===== config.mk =====
export PLATFORM = sky130hd
export DESIGN_NAME = sha256_stream_hasher
export DESIGN_NICKNAME = d
export VERILOG_FILES = /design/src/rtl/sha_pkg.sv /design/src/rtl/sha_engine.sv /design/src/rtl/sha256_stream_hasher.sv
export SDC_FILE = /design/constraint.sdc
export NUM_CORES = 2
export LEC_CHECK = 0
export ABC_AREA = 1
export BUFFER_PORTS_ARGS = -buffer_cell sky130_fd_sc_hd__buf_2
export CORE_UTILIZATION = 40
export DETAILED_ROUTE_END_ITERATION = 8
export PLACE_DENSITY = 0.61
export SYNTH_ARGS = -nofsm -noshare
export SYNTH_HDL_FRONTEND = slang
export SYNTH_SLANG_ARGS = --single-unit

===== constraint.sdc =====
create_clock -name clk -period 36.6 [get_ports clk]
set_clock_uncertainty 0.15 [all_clocks]
set_input_delay 5.49 -clock clk [delete_from_list [all_inputs] [get_ports clk]]
set_output_delay 5.49 -clock clk [all_outputs]
set_load 0.02 [all_outputs]

===== src/rtl/sha_pkg.sv =====
// shared types, constants and functions of the sha-256 stream hasher
package sha_pkg;

    typedef enum logic [1:0] {
        FUNC_ABSORB   = 2'd0,
        FUNC_FINALIZE = 2'd1,
        FUNC_RESTART  = 2'd2,
        FUNC_NONE     = 2'd3
    } func_t;

    typedef struct packed {
        logic [1:0] func;
        logic [7:0] data_byte;
    } in_item_t;

    typedef struct packed {
        logic [31:0] digest_word;
        logic [2:0]  word_index;
        logic        last;
    } out_item_t;

    typedef enum logic [3:0] {
        ST_IDLE,
        ST_INIT,
        ST_PAD,
        ST_LOAD,
        ST_ROUND,
        ST_ADD,
        ST_EMIT
    } state_t;

    // control from the sequencer to the round engine
    typedef struct packed {
        logic start;
        logic init;
    } eng_ctl_t;

    typedef struct packed {
        logic busy;
        logic done;
    } eng_sts_t;

    function automatic logic [31:0] ror32(input logic [31:0] v, input int n);
        ror32 = (v >> n) | (v << (32 - n));
    endfunction

    function automatic logic [31:0] iv_word(input logic [2:0] i);
        logic [31:0] r;
        case (i)
            3'd0: r = 32'h6a09e667;
            3'd1: r = 32'hbb67ae85;
            3'd2: r = 32'h3c6ef372;
            3'd3: r = 32'ha54ff53a;
            3'd4: r = 32'h510e527f;
            3'd5: r = 32'h9b05688c;
            3'd6: r = 32'h1f83d9ab;
            default: r = 32'h5be0cd19;
        endcase
        return r;
    endfunction

    function automatic logic [31:0] round_k(input logic [5:0] i);
        logic [31:0] k [64];
        k = '{
            32'h428a2f98,32'h71374491,32'hb5c0fbcf,32'he9b5dba5,32'h3956c25b,32'h59f111f1,
            32'h923f82a4,32'hab1c5ed5,32'hd807aa98,32'h12835b01,32'h243185be,32'h550c7dc3,
            32'h72be5d74,32'h80deb1fe,32'h9bdc06a7,32'hc19bf174,32'he49b69c1,32'hefbe4786,
            32'h0fc19dc6,32'h240ca1cc,32'h2de92c6f,32'h4a7484aa,32'h5cb0a9dc,32'h76f988da,
            32'h983e5152,32'ha831c66d,32'hb00327c8,32'hbf597fc7,32'hc6e00bf3,32'hd5a79147,
            32'h06ca6351,32'h14292967,32'h27b70a85,32'h2e1b2138,32'h4d2c6dfc,32'h53380d13,
            32'h650a7354,32'h766a0abb,32'h81c2c92e,32'h92722c85,32'ha2bfe8a1,32'ha81a664b,
            32'hc24b8b70,32'hc76c51a3,32'hd192e819,32'hd6990624,32'hf40e3585,32'h106aa070,
            32'h19a4c116,32'h1e376c08,32'h2748774c,32'h34b0bcb5,32'h391c0cb3,32'h4ed8aa4a,
            32'h5b9cca4f,32'h682e6ff3,32'h748f82ee,32'h78a5636f,32'h84c87814,32'h8cc70208,
            32'h90befffa,32'ha4506ceb,32'hbef9a3f7,32'hc67178f2};
        return k[i];
    endfunction

endpackage


===== src/rtl/sha_engine.sv =====
// round engine: message schedule window, working variables and chaining memory
module sha_engine (
    input  logic              clk,
    input  logic              rst_n,
    input  sha_pkg::eng_ctl_t ctl,
    input  logic [31:0]       msg_word,
    output logic [3:0]        msg_addr,
    input  logic [2:0]        rd_idx,
    output logic [31:0]       rd_word,
    output sha_pkg::eng_sts_t sts
);
    import sha_pkg::*;

    typedef enum logic [1:0] {
        E_IDLE,
        E_LOAD,
        E_ROUND,
        E_ADD
    } eng_state_t;

    logic [31:0] hash_mem [8];
    logic [31:0] hash_q;
    logic [2:0]  hash_raddr;
    logic        hash_we;
    logic [2:0]  hash_waddr;
    logic [31:0] hash_wdata;

    eng_state_t  st_reg, st_next;
    logic [6:0]  cnt_reg, cnt_next;
    logic [31:0] w_reg [16];
    logic [31:0] a_reg, b_reg, c_reg, d_reg, e_reg, f_reg, g_reg, h_reg;
    logic [31:0] s0, s1, wt, t1, t2;

    function automatic logic [31:0] add_v_prev(input logic [2:0] c);
        logic [31:0] r;
        case (c)
            3'd1: r = a_reg;
            3'd2: r = b_reg;
            3'd3: r = c_reg;
            3'd4: r = d_reg;
            3'd5: r = e_reg;
            3'd6: r = f_reg;
            default: r = g_reg;
        endcase
        return r;
    endfunction

    always_ff @(posedge clk)
    begin
        if (hash_we)
        begin
            hash_mem[hash_waddr] <= hash_wdata;
        end
        hash_q <= hash_mem[hash_raddr];
    end

    assign rd_word  = hash_q;
    assign msg_addr = cnt_next[3:0];

    always_comb
    begin
        st_next = st_reg;
        cnt_next = cnt_reg;
        case (st_reg)
            E_IDLE:
            begin
                cnt_next = '0;
                if (ctl.start)
                begin
                    st_next = E_LOAD;
                end
            end
            E_LOAD:
            begin
                cnt_next = cnt_reg + 7'd1;
                if (cnt_reg == 7'd8)
                begin
                    st_next = E_ROUND;
                    cnt_next = '0;
                end
            end
            E_ROUND:
            begin
                cnt_next = cnt_reg + 7'd1;
                if (cnt_reg == 7'd63)
                begin
                    st_next = E_ADD;
                    cnt_next = '0;
                end
            end
            E_ADD:
            begin
                cnt_next = cnt_reg + 7'd1;
                if (cnt_reg == 7'd8)
                begin
                    st_next = E_IDLE;
                    cnt_next = '0;
                end
            end
            default: st_next = E_IDLE;
        endcase
    end

    // message word for the round: first 16 come straight from the block buffer
    assign s0 = ror32(w_reg[1], 7) ^ ror32(w_reg[1], 18) ^ (w_reg[1] >> 3);
    assign s1 = ror32(w_reg[14], 17) ^ ror32(w_reg[14], 19) ^ (w_reg[14] >> 10);
    assign wt = (cnt_reg < 7'd16) ? msg_word : (w_reg[0] + s0 + w_reg[9] + s1);
    assign t1 = h_reg + (ror32(e_reg, 6) ^ ror32(e_reg, 11) ^ ror32(e_reg, 25))
              + ((e_reg & f_reg) ^ (~e_reg & g_reg)) + round_k(cnt_reg[5:0]) + wt;
    assign t2 = (ror32(a_reg, 2) ^ ror32(a_reg, 13) ^ ror32(a_reg, 22))
              + ((a_reg & b_reg) ^ (a_reg & c_reg) ^ (b_reg & c_reg));

    always_comb
    begin
        hash_raddr = cnt_reg[2:0];
        if (st_reg == E_IDLE)
        begin
            hash_raddr = rd_idx;
        end
        hash_we = 1'b0;
        hash_waddr = cnt_reg[2:0];
        hash_wdata = iv_word(cnt_reg[2:0]);
        if (st_reg == E_IDLE && ctl.init)
        begin
            hash_we = 1'b1;
            hash_waddr = rd_idx;
            hash_wdata = iv_word(rd_idx);
        end
        else if (st_reg == E_ADD && cnt_reg != 7'd0)
        begin
            hash_we = 1'b1;
            hash_waddr = cnt_reg[2:0] - 3'd1;
            hash_wdata = hash_q + ((cnt_reg == 7'd8) ? h_reg : add_v_prev(cnt_reg[2:0]));
        end
    end

    always_ff @(posedge clk or negedge rst_n)
    begin
        if (!rst_n)
        begin
            st_reg <= E_IDLE;
            cnt_reg <= '0;
        end
        else
        begin
            st_reg <= st_next;
            cnt_reg <= cnt_next;
        end
    end

    // load shifts chaining words in through h; rounds shift the schedule window
    always_ff @(posedge clk)
    begin
        if (st_reg == E_LOAD && cnt_reg != 7'd0)
        begin
            a_reg <= b_reg; b_reg <= c_reg; c_reg <= d_reg; d_reg <= e_reg;
            e_reg <= f_reg; f_reg <= g_reg; g_reg <= h_reg; h_reg <= hash_q;
        end
        else if (st_reg == E_ROUND)
        begin
            h_reg <= g_reg; g_reg <= f_reg; f_reg <= e_reg; e_reg <= d_reg + t1;
            d_reg <= c_reg; c_reg <= b_reg; b_reg <= a_reg; a_reg <= t1 + t2;
            for (int i = 0; i < 15; i++)
            begin
                w_reg[i] <= w_reg[i+1];
            end
            w_reg[15] <= wt;
        end
    end

    assign sts.busy = (st_reg != E_IDLE);
    assign sts.done = (st_reg == E_ADD) && (cnt_reg == 7'd8);
endmodule


===== src/rtl/sha256_stream_hasher.sv =====
// top level: byte collection, padding sequencer and digest output
// Each data byte is written into the 64-byte block memory; the 64th byte
// of a block starts the round engine, which loads the chaining words, runs
// 64 rounds (one round per cycle) and then updates the chaining memory; no
// item is accepted while it runs. Finalize writes the padding one byte per
// cycle (plus one extra block when fewer than 9 bytes are free), then emits
// eight digest items, each read from the chaining memory and registered and
// held until the receiver takes it; a finalize on a closed message only
// emits. Restart rewrites the eight initial chaining words.
module sha256_stream_hasher (
    input  logic               clk,
    input  logic               rst_n,
    input  logic               in_valid,
    output logic               in_stall,
    input  sha_pkg::in_item_t  in_item,
    output logic               out_valid,
    input  logic               out_stall,
    output sha_pkg::out_item_t out_item
);
    import sha_pkg::*;

    logic [31:0] blk_mem [16];
    logic        blk_we;
    logic [5:0]  blk_waddr;
    logic [7:0]  blk_wdata;
    logic [31:0] blk_q;
    logic [3:0]  msg_addr;
    logic [31:0] msg_word;
    logic [2:0]  rd_idx;
    logic [31:0] rd_word;
    eng_ctl_t    ctl;
    eng_sts_t    sts;

    state_t      st_reg, st_next;
    logic [5:0]  fill_reg, fill_next;
    logic [60:0] total_reg, total_next;
    logic        fin_reg, fin_next;
    logic        last_blk_reg, last_blk_next;
    logic [2:0]  idx_reg, idx_next;
    logic        rd_pend_reg, rd_pend_next;
    logic [63:0] bits;
    logic        take;

    // padding bookkeeping: marker byte written yet, and length placed in this block
    logic mark_done_reg, mark_done_next;
    logic bits_placed_reg, bits_placed_next;

    logic        ov_reg;
    logic [31:0] ow_reg;
    logic [2:0]  oi_reg;

    // block memory, one big-endian word per entry, written a byte at a time
    always_ff @(posedge clk)
    begin
        if (blk_we)
        begin
            blk_mem[blk_waddr[5:2]][{~blk_waddr[1:0], 3'b000} +: 8] <= blk_wdata;
        end
        blk_q <= blk_mem[msg_addr];
    end
    assign msg_word = blk_q;

    sha_engine u_engine (
        .clk      (clk),
        .rst_n    (rst_n),
        .ctl      (ctl),
        .msg_word (msg_word),
        .msg_addr (msg_addr),
        .rd_idx   (rd_idx),
        .rd_word  (rd_word),
        .sts      (sts)
    );

    assign bits = {total_reg, 3'b000};
    assign take = in_valid && !in_stall;
    assign in_stall = (st_reg != ST_IDLE);

    always_comb
    begin
        st_next = st_reg;
        fill_next = fill_reg;
        total_next = total_reg;
        fin_next = fin_reg;
        last_blk_next = last_blk_reg;
        idx_next = idx_reg;
        case (st_reg)
            ST_IDLE:
            begin
                idx_next = '0;
                if (take)
                begin
                    case (in_item.func)
                        FUNC_ABSORB:
                        begin
                            if (!fin_reg)
                            begin
                                total_next = total_reg + 61'd1;
                                fill_next = fill_reg + 6'd1;
                                if (fill_reg == 6'd63)
                                begin
                                    last_blk_next = 1'b0;
                                    st_next = ST_LOAD;
                                end
                            end
                        end
                        FUNC_FINALIZE:
                        begin
                            st_next = fin_reg ? ST_EMIT : ST_PAD;
                        end
                        FUNC_RESTART:
                        begin
                            fill_next = '0;
                            total_next = '0;
                            fin_next = 1'b0;
                            st_next = ST_INIT;
                        end
                        default: st_next = ST_IDLE;
                    endcase
                end
            end
            ST_INIT:
            begin
                idx_next = idx_reg + 3'd1;
                if (idx_reg == 3'd7)
                begin
                    st_next = ST_IDLE;
                end
            end
            ST_PAD:
            begin
                // first byte is 0x80 (marked by mark_done), then zeros, then length
                fill_next = fill_reg + 6'd1;
                if (fill_reg == 6'd63)
                begin
                    last_blk_next = 1'b1;
                    st_next = ST_LOAD;
                end
            end
            ST_LOAD:
            begin
                st_next = ST_ROUND;
            end
            ST_ROUND:
            begin
                if (sts.done)
                begin
                    if (!last_blk_reg)
                    begin
                        st_next = ST_IDLE;
                    end
                    else if (bits_placed_reg)
                    begin
                        fin_next = 1'b1;
                        st_next = ST_EMIT;
                    end
                    else
                    begin
                        st_next = ST_PAD;
                    end
                end
            end
            ST_EMIT:
            begin
                if (out_valid && !out_stall)
                begin
                    idx_next = idx_reg + 3'd1;
                    if (idx_reg == 3'd7)
                    begin
                        st_next = ST_IDLE;
                    end
                end
            end
            default: st_next = ST_IDLE;
        endcase
    end

    always_comb
    begin
        mark_done_next = mark_done_reg;
        bits_placed_next = bits_placed_reg;
        blk_we = 1'b0;
        blk_waddr = fill_reg;
        blk_wdata = in_item.data_byte;
        ctl.start = (st_reg == ST_LOAD);
        ctl.init = (st_reg == ST_INIT);
        rd_idx = idx_reg;
        if (st_reg == ST_IDLE)
        begin
            mark_done_next = 1'b0;
            bits_placed_next = 1'b0;
            if (take && in_item.func == FUNC_ABSORB && !fin_reg)
            begin
                blk_we = 1'b1;
            end
        end
        else if (st_reg == ST_PAD)
        begin
            blk_we = 1'b1;
            mark_done_next = 1'b1;
            if (!mark_done_reg)
            begin
                blk_wdata = 8'h80;
                if (fill_reg < 6'd56)
                begin
                    bits_placed_next = 1'b1;
                end
            end
            else
            begin
                blk_wdata = 8'h00;
                if (fill_reg == 6'd0)
                begin
                    bits_placed_next = 1'b1;
                end
            end
            if (fill_reg >= 6'd56 && bits_placed_next)
            begin
                blk_wdata = bits[8*(63 - fill_reg) +: 8];
            end
        end
    end

    // digest word read: the chaining memory is registered, so its data arrives in the cycle after the address
    always_comb
    begin
        rd_pend_next = 1'b0;
        if (st_reg == ST_EMIT && !(out_valid && !out_stall))
        begin
            rd_pend_next = 1'b1;
        end
    end

    always_ff @(posedge clk or negedge rst_n)
    begin
        if (!rst_n)
        begin
            st_reg <= ST_INIT;
            fill_reg <= '0;
            total_reg <= '0;
            fin_reg <= 1'b0;
            last_blk_reg <= 1'b0;
            idx_reg <= '0;
            rd_pend_reg <= 1'b0;
            mark_done_reg <= 1'b0;
            bits_placed_reg <= 1'b0;
            ov_reg <= 1'b0;
        end
        else
        begin
            st_reg <= st_next;
            fill_reg <= fill_next;
            total_reg <= total_next;
            fin_reg <= fin_next;
            last_blk_reg <= last_blk_next;
            idx_reg <= idx_next;
            rd_pend_reg <= rd_pend_next;
            mark_done_reg <= mark_done_next;
            bits_placed_reg <= bits_placed_next;
            if (out_valid && !out_stall)
            begin
                ov_reg <= 1'b0;
            end
            else if (st_reg == ST_EMIT && rd_pend_reg && !ov_reg)
            begin
                ov_reg <= 1'b1;
            end
        end
    end

    always_ff @(posedge clk)
    begin
        if (st_reg == ST_EMIT && rd_pend_reg && !ov_reg)
        begin
            ow_reg <= rd_word;
            oi_reg <= idx_reg;
        end
    end

    assign out_valid = ov_reg;
    assign out_item.digest_word = ow_reg;
    assign out_item.word_index = oi_reg;
    assign out_item.last = (oi_reg == 3'd7);
endmodule


Yosys cells after proc, flatten, opt, wreduce, memory -nomap -nowiden. Memories as Yosys holds them, arrays and structs flattened. A register that Yosys moved wholly into a read port is not among the register bits. Index checks and enable logic that the tools add are counted.

Output and inout port bits: 38. Memories kept: 4. Register bits after elaboration: 380. Memory bits (writable): 1280. ROM bits: 2048.

Multiplexer cells: 97. Reductions and logical operators: 39. Magnitude comparators: 4. Bitwise operators: 29. Eq/ne operators: 44. Shift operators: 3. Add/sub/neg operators: 18.

Memory list: (name not given) (depth 64, width 32, rd ports 1, clocked after memory_dff 0, wr ports 0, RTL line sha_pkg.sv:76) `return k[i];`; blk_mem (depth 16, width 32, rd ports 1, clocked after memory_dff 1, wr ports 1, RTL line sha256_stream_hasher.sv:22) `logic [31:0] blk_mem [16];`; u_engine.w_reg (depth 16, width 32, rd ports 16, clocked after memory_dff 0, wr ports 16, RTL line sha_engine.sv:30) `logic [31:0] w_reg [16];`; u_engine.hash_mem (depth 8, width 32, rd ports 1, clocked after memory_dff 1, wr ports 1, RTL line sha_engine.sv:21) `logic [31:0] hash_mem [8];`.

Operator list (count): 32-bit two-way mux (25); 32-bit case mux with 7 select lines (2); 32-bit adder (11); 32-bit bitwise XOR (9); 32-bit case mux with 6 select lines (1); 32-bit AND (5); 61-bit case mux with 2 select lines (1); 64-bit by 33-bit indexed part select with 8-bit output (1); 61-bit by 1-bit adder with 61-bit output, second input constant (1); 61-bit two-way mux (1); 1-bit two-way mux (33); 8-bit two-way mux (4); 32-bit inverter (1); 10-bit by 32-bit OR with 32-bit output (1); 13-bit by 32-bit OR with 32-bit output (1); 14-bit by 32-bit OR with 32-bit output (1); 15-bit by 32-bit OR with 32-bit output (1); 19-bit by 32-bit OR with 32-bit output (1); 21-bit by 32-bit OR with 32-bit output (1); 25-bit by 32-bit OR with 32-bit output (1); 26-bit by 32-bit OR with 32-bit output (1); 30-bit by 32-bit OR with 32-bit output (1); 7-bit by 32-bit OR with 32-bit output (1); 8-bit by 7-bit variable shift with 32-bit output, first input constant (1); other kinds (56) (128).

Logic depth before layout (Yosys ltp). An unclocked memory read counts as a cell.

Depth after elaboration: 12. Gate-level depth with buffers: 47.

Cells and area by module. From an unflattened synthesis, not the netlist that was laid out.

Cells, all modules: 8314. Area, all modules: 87795.5 um2.

By module, submodules not included: sha_engine (area an instance 59185.5 um2, cells an instance 5801, instances 1); sha256_stream_hasher (area an instance 28609.9 um2, cells an instance 2513, instances 1).

Worst setup path after synthesis. Ideal clock, no wire load.

Path kind: reg-to-reg. From: register u_engine.st_reg[0]. To: register u_engine.a_reg[0] (enable). Library setup time: 511 ps. Data arrival time: 16222 ps. Cell stages (with the launch flop): 4. Path slack: 19717 ps. Path through: dfrtp_1 -> inv_1 -> ha_1 -> or2_2.

Longest elaborated chain between the ends: 3. Elaborated cells between the ends (all ways): 4. Those cells by class: eq/ne: 2; reduce/logical: 2.

Ends and longest elaborated chain: start: declaration (RTL line sha_engine.sv:28) `eng_state_t st_reg, st_next;`; start signal: assignment (RTL line sha_engine.sv:146) `st_reg <= st_next;`; 2-bit by 1-bit equality test with 1-bit output (RTL line sha_engine.sv:154) `if (st_reg == E_LOAD && cnt_reg != 7'd0)`; 1-bit logical AND (RTL line sha_engine.sv:154); 2-bit nonzero test (no source line) (*); end signal: assignment (RTL line sha_engine.sv:156) `a_reg <= b_reg; b_reg <= c_reg; c_reg <= d_reg; d_reg <= e_reg;`; end signal: assignment (RTL line sha_engine.sv:162) `d_reg <= c_reg; c_reg <= b_reg; b_reg <= a_reg; a_reg <= t1 + t2;`; end: declaration (RTL line sha_engine.sv:31) `logic [31:0] a_reg, b_reg, c_reg, d_reg, e_reg, f_reg, g_reg, h_reg;`.

Every way passes the cells marked *; elsewhere a longest branch is shown, timed or not. A chain may end at the register's enable or synchronous reset.

==> impl_metrics.toml <==
[status]
outcome = "finished with violations"
violations = "design-rule violations"

[global_routing]
grt_pass1_vias = 58200
grt_use_total = 0.253
antenna_found_initial = 17
grt_start_max_net_pins = 207
grt_first_pass_wirelength_um = 403000
grt-ovfl-total = 0

[cts]
clk_latency_ps = 860
cts_buffer_depth = 3
holdBufCountCts = 0
cts_num_sinks = 1724
ctsRootBufferMaster = "clkbuf_16"
cts-resized-gates = 0
cts_buffers = 182
htreeDepth = 4
clkTransAtPathRegs_ps = 60
cts_tree = "yes"
post_cts_buffers = 0

[detailed_routing]
vias_per_cell = 5.66
drt_pre_antenna_iters = 8
drt_iter0_drc = 7738
num_vias = 61800
wirelength_um = 279000
wl_met3_um = 23200
wl_per_cell_um = 25.5
drt_drc_violations_left = 2
antenna_left = 0
wl_met1_um = 120000
top_layer = "met5"
wl_met2_um = 124000

[timing]
setup_violations = 0
period_minus_slack_ps = 10510
timing.final.crit_share = 0.287
finalHoldViolCount = 0
layout_setup_ws_ps = 26090
timing.setup.tns_ps = 0
tightest_slew_ps = 1280
slew_viol_final = 0
slew_headroom = 0.142
timing.fmax_mhz = 95.2
rsz0062_at_grt = "false"

[synth]
synth_area_per_cell_um2 = 10.7
yosys_warnings = 0
yosysTopAreaCell = "edfxtp_1"
ys_async_sr_fraction = 0.0516
syn_inst = 8020
ys_types = 68
synth_edf_count = 1571
syn_nets = 8426
synth_area_leaders = "edfxtp_1, o21ai_0, nand2_1"
synthFlopType = "edfxtp_1"
yosysTopAreaCellShare = 0.551
synth.yosys.seq_area_share = 0.592
ys_seq_elements = 1724
syn_area_um2 = 85700

[cells_and_area]
seq_area_um2 = 50700
final_cell_area_um2 = 94900
final_common_cell = "edfxtp_1"
drive_gt1_frac = 0.0637
syn_to_final_growth_pct = 10.8
layout_common_cells = "edfxtp_1, nand2_1, o21ai_0"
fillCellCount = 19800
fin_nets = 8357
multi_input_area_um2 = 30400

[worst_setup_path]
cp_data_required_time_ps = 37020
slowest_delay_ps = 570
slowest_stage = "edfxtp_1"
cp_max_fo = 6
critPathKind = "reg -> reg"
r2r-start = "u_engine.w_reg[0][46]$_DFFE_PP_"
critPathLaunchType = "register"
cp-end-kind = "register"
startpoint = "u_engine.w_reg[0][46]$_DFFE_PP_"
arrival_ps = 10920

[placed_design]
hpwlAfterDp_um = 199000
post-place-ws_ps = 26140
port_buffers = 51
placed_area_um2 = 88800
place_congestion = 1.03

[floorplanning]
die_area_um2 = 216000
start_util = 0.403
pin_count = 52
die_w_um = 465
coreArea_um2 = 213000
rows = 169
fp.dieH_um = 465

[flow_run]
maxCapViolations = 0

[worst_hold_path]
hold_class = "reg -> reg"
min_from = "u_engine.w_reg[0][152]$_DFFE_PP_"
==> critical path: cells and delay by family (launching register included) <==
kind | cells | cell delay, ps
AND/OR/NAND/NOR | 7 | 910
flip-flops | 1 | 570
AO/OA/AOI/OAI | 17 | 3590
buffers and inverters | 5 | 300
adder cells (fa/ha/maj) | 8 | 3760
XOR/XNOR | 3 | 950
==> cell type report <==
cell class | count | share of cell area
sequential | 1724 | 0.534
multi-input combinational | 5039 | 0.320
clock buffer | 231 | 0.0511
tap | 2821 | 0.0372
inverter | 881 | 0.0349
clock inverter | 106 | 0.0134
timing repair buffer | 123 | 0.00894
antenna | 4 | 0.000105
==> through the flow <==
stage | instances | utilization | hold WS, ps
floorplan | 8020 | - | 250
global placement | 10600 | 0.418 | 250
detailed placement | 10600 | 0.418 | 255
CTS | 10900 | 0.447 | 242
global route | 10900 | 0.447 | 245
finish | 10900 | 0.447 | 246
==> Yosys cell counts, types with 5 or more instances <==
library cell	count
xnor2_1	152
a41oi_1	10
a21oi_1	350
dfxtp_1	64
nor4_1	21
inv_2	6
a22oi_1	10
o22ai_1	141
a32oi_1	7
nor3_1	94
clkinv_1	5
a211oi_1	7
nand3_1	189
o32ai_1	36
o211ai_1	109
nand2_4	5
nand2_1	1050
nor2_2	5
a221oi_1	16
a31oi_1	65
nor2_1	888
edfxtp_1	1571
o311ai_0	7
a21o_1	14
maj3_1	16
buf_1	23
o31ai_1	14
dfrtp_1	88
nand4_1	30
nand3b_1	6
buf_2	20
clkbuf_1	327
nor2_4	8
ha_1	204
o21bai_1	50
inv_1	870
o2111ai_1	8
fa_1	188
o221ai_1	78
o21ai_0	970
o21ai_1	12
or2_2	51
xor2_1	174
o21a_1	11
==> logic make-up after synthesis <==
kind of cell    share of synthesized area
compound gates                      0.130
other cells                     0.0000438
xor+xnor                           0.0333
fa+ha+maj                          0.0756
flops                               0.592
buf+inv                            0.0555
simple gates                        0.114
==> worst paths after layout <==
kind	to	slack [ps]	cells after the start
worst max-delay path	u_engine.a_reg[31]$_DFFE_PP_	26090	40
worst min-delay path	u_engine.w_reg[0][120]$_DFFE_PP_	250	0
worst max register to register	u_engine.a_reg[31]$_DFFE_PP_	26090	40
worst min register to register	u_engine.w_reg[0][120]$_DFFE_PP_	250	0
max in group asynchronous	u_engine.cnt_reg[0]$_DFF_PN0_	30580	2
min in group asynchronous	total_reg[59]$_DFFE_PN0P_	4390	1
==> per-layer routing <==
metal  vias up  track usage
li1      27800            -
met1     30600        0.364
met2      2968        0.384
met3       483       0.0364
met4         4        0.101
met5         -            0
Power is not shown: default switching activity piles up to over one toggle a cycle in this logic, so the estimate is an artifact.
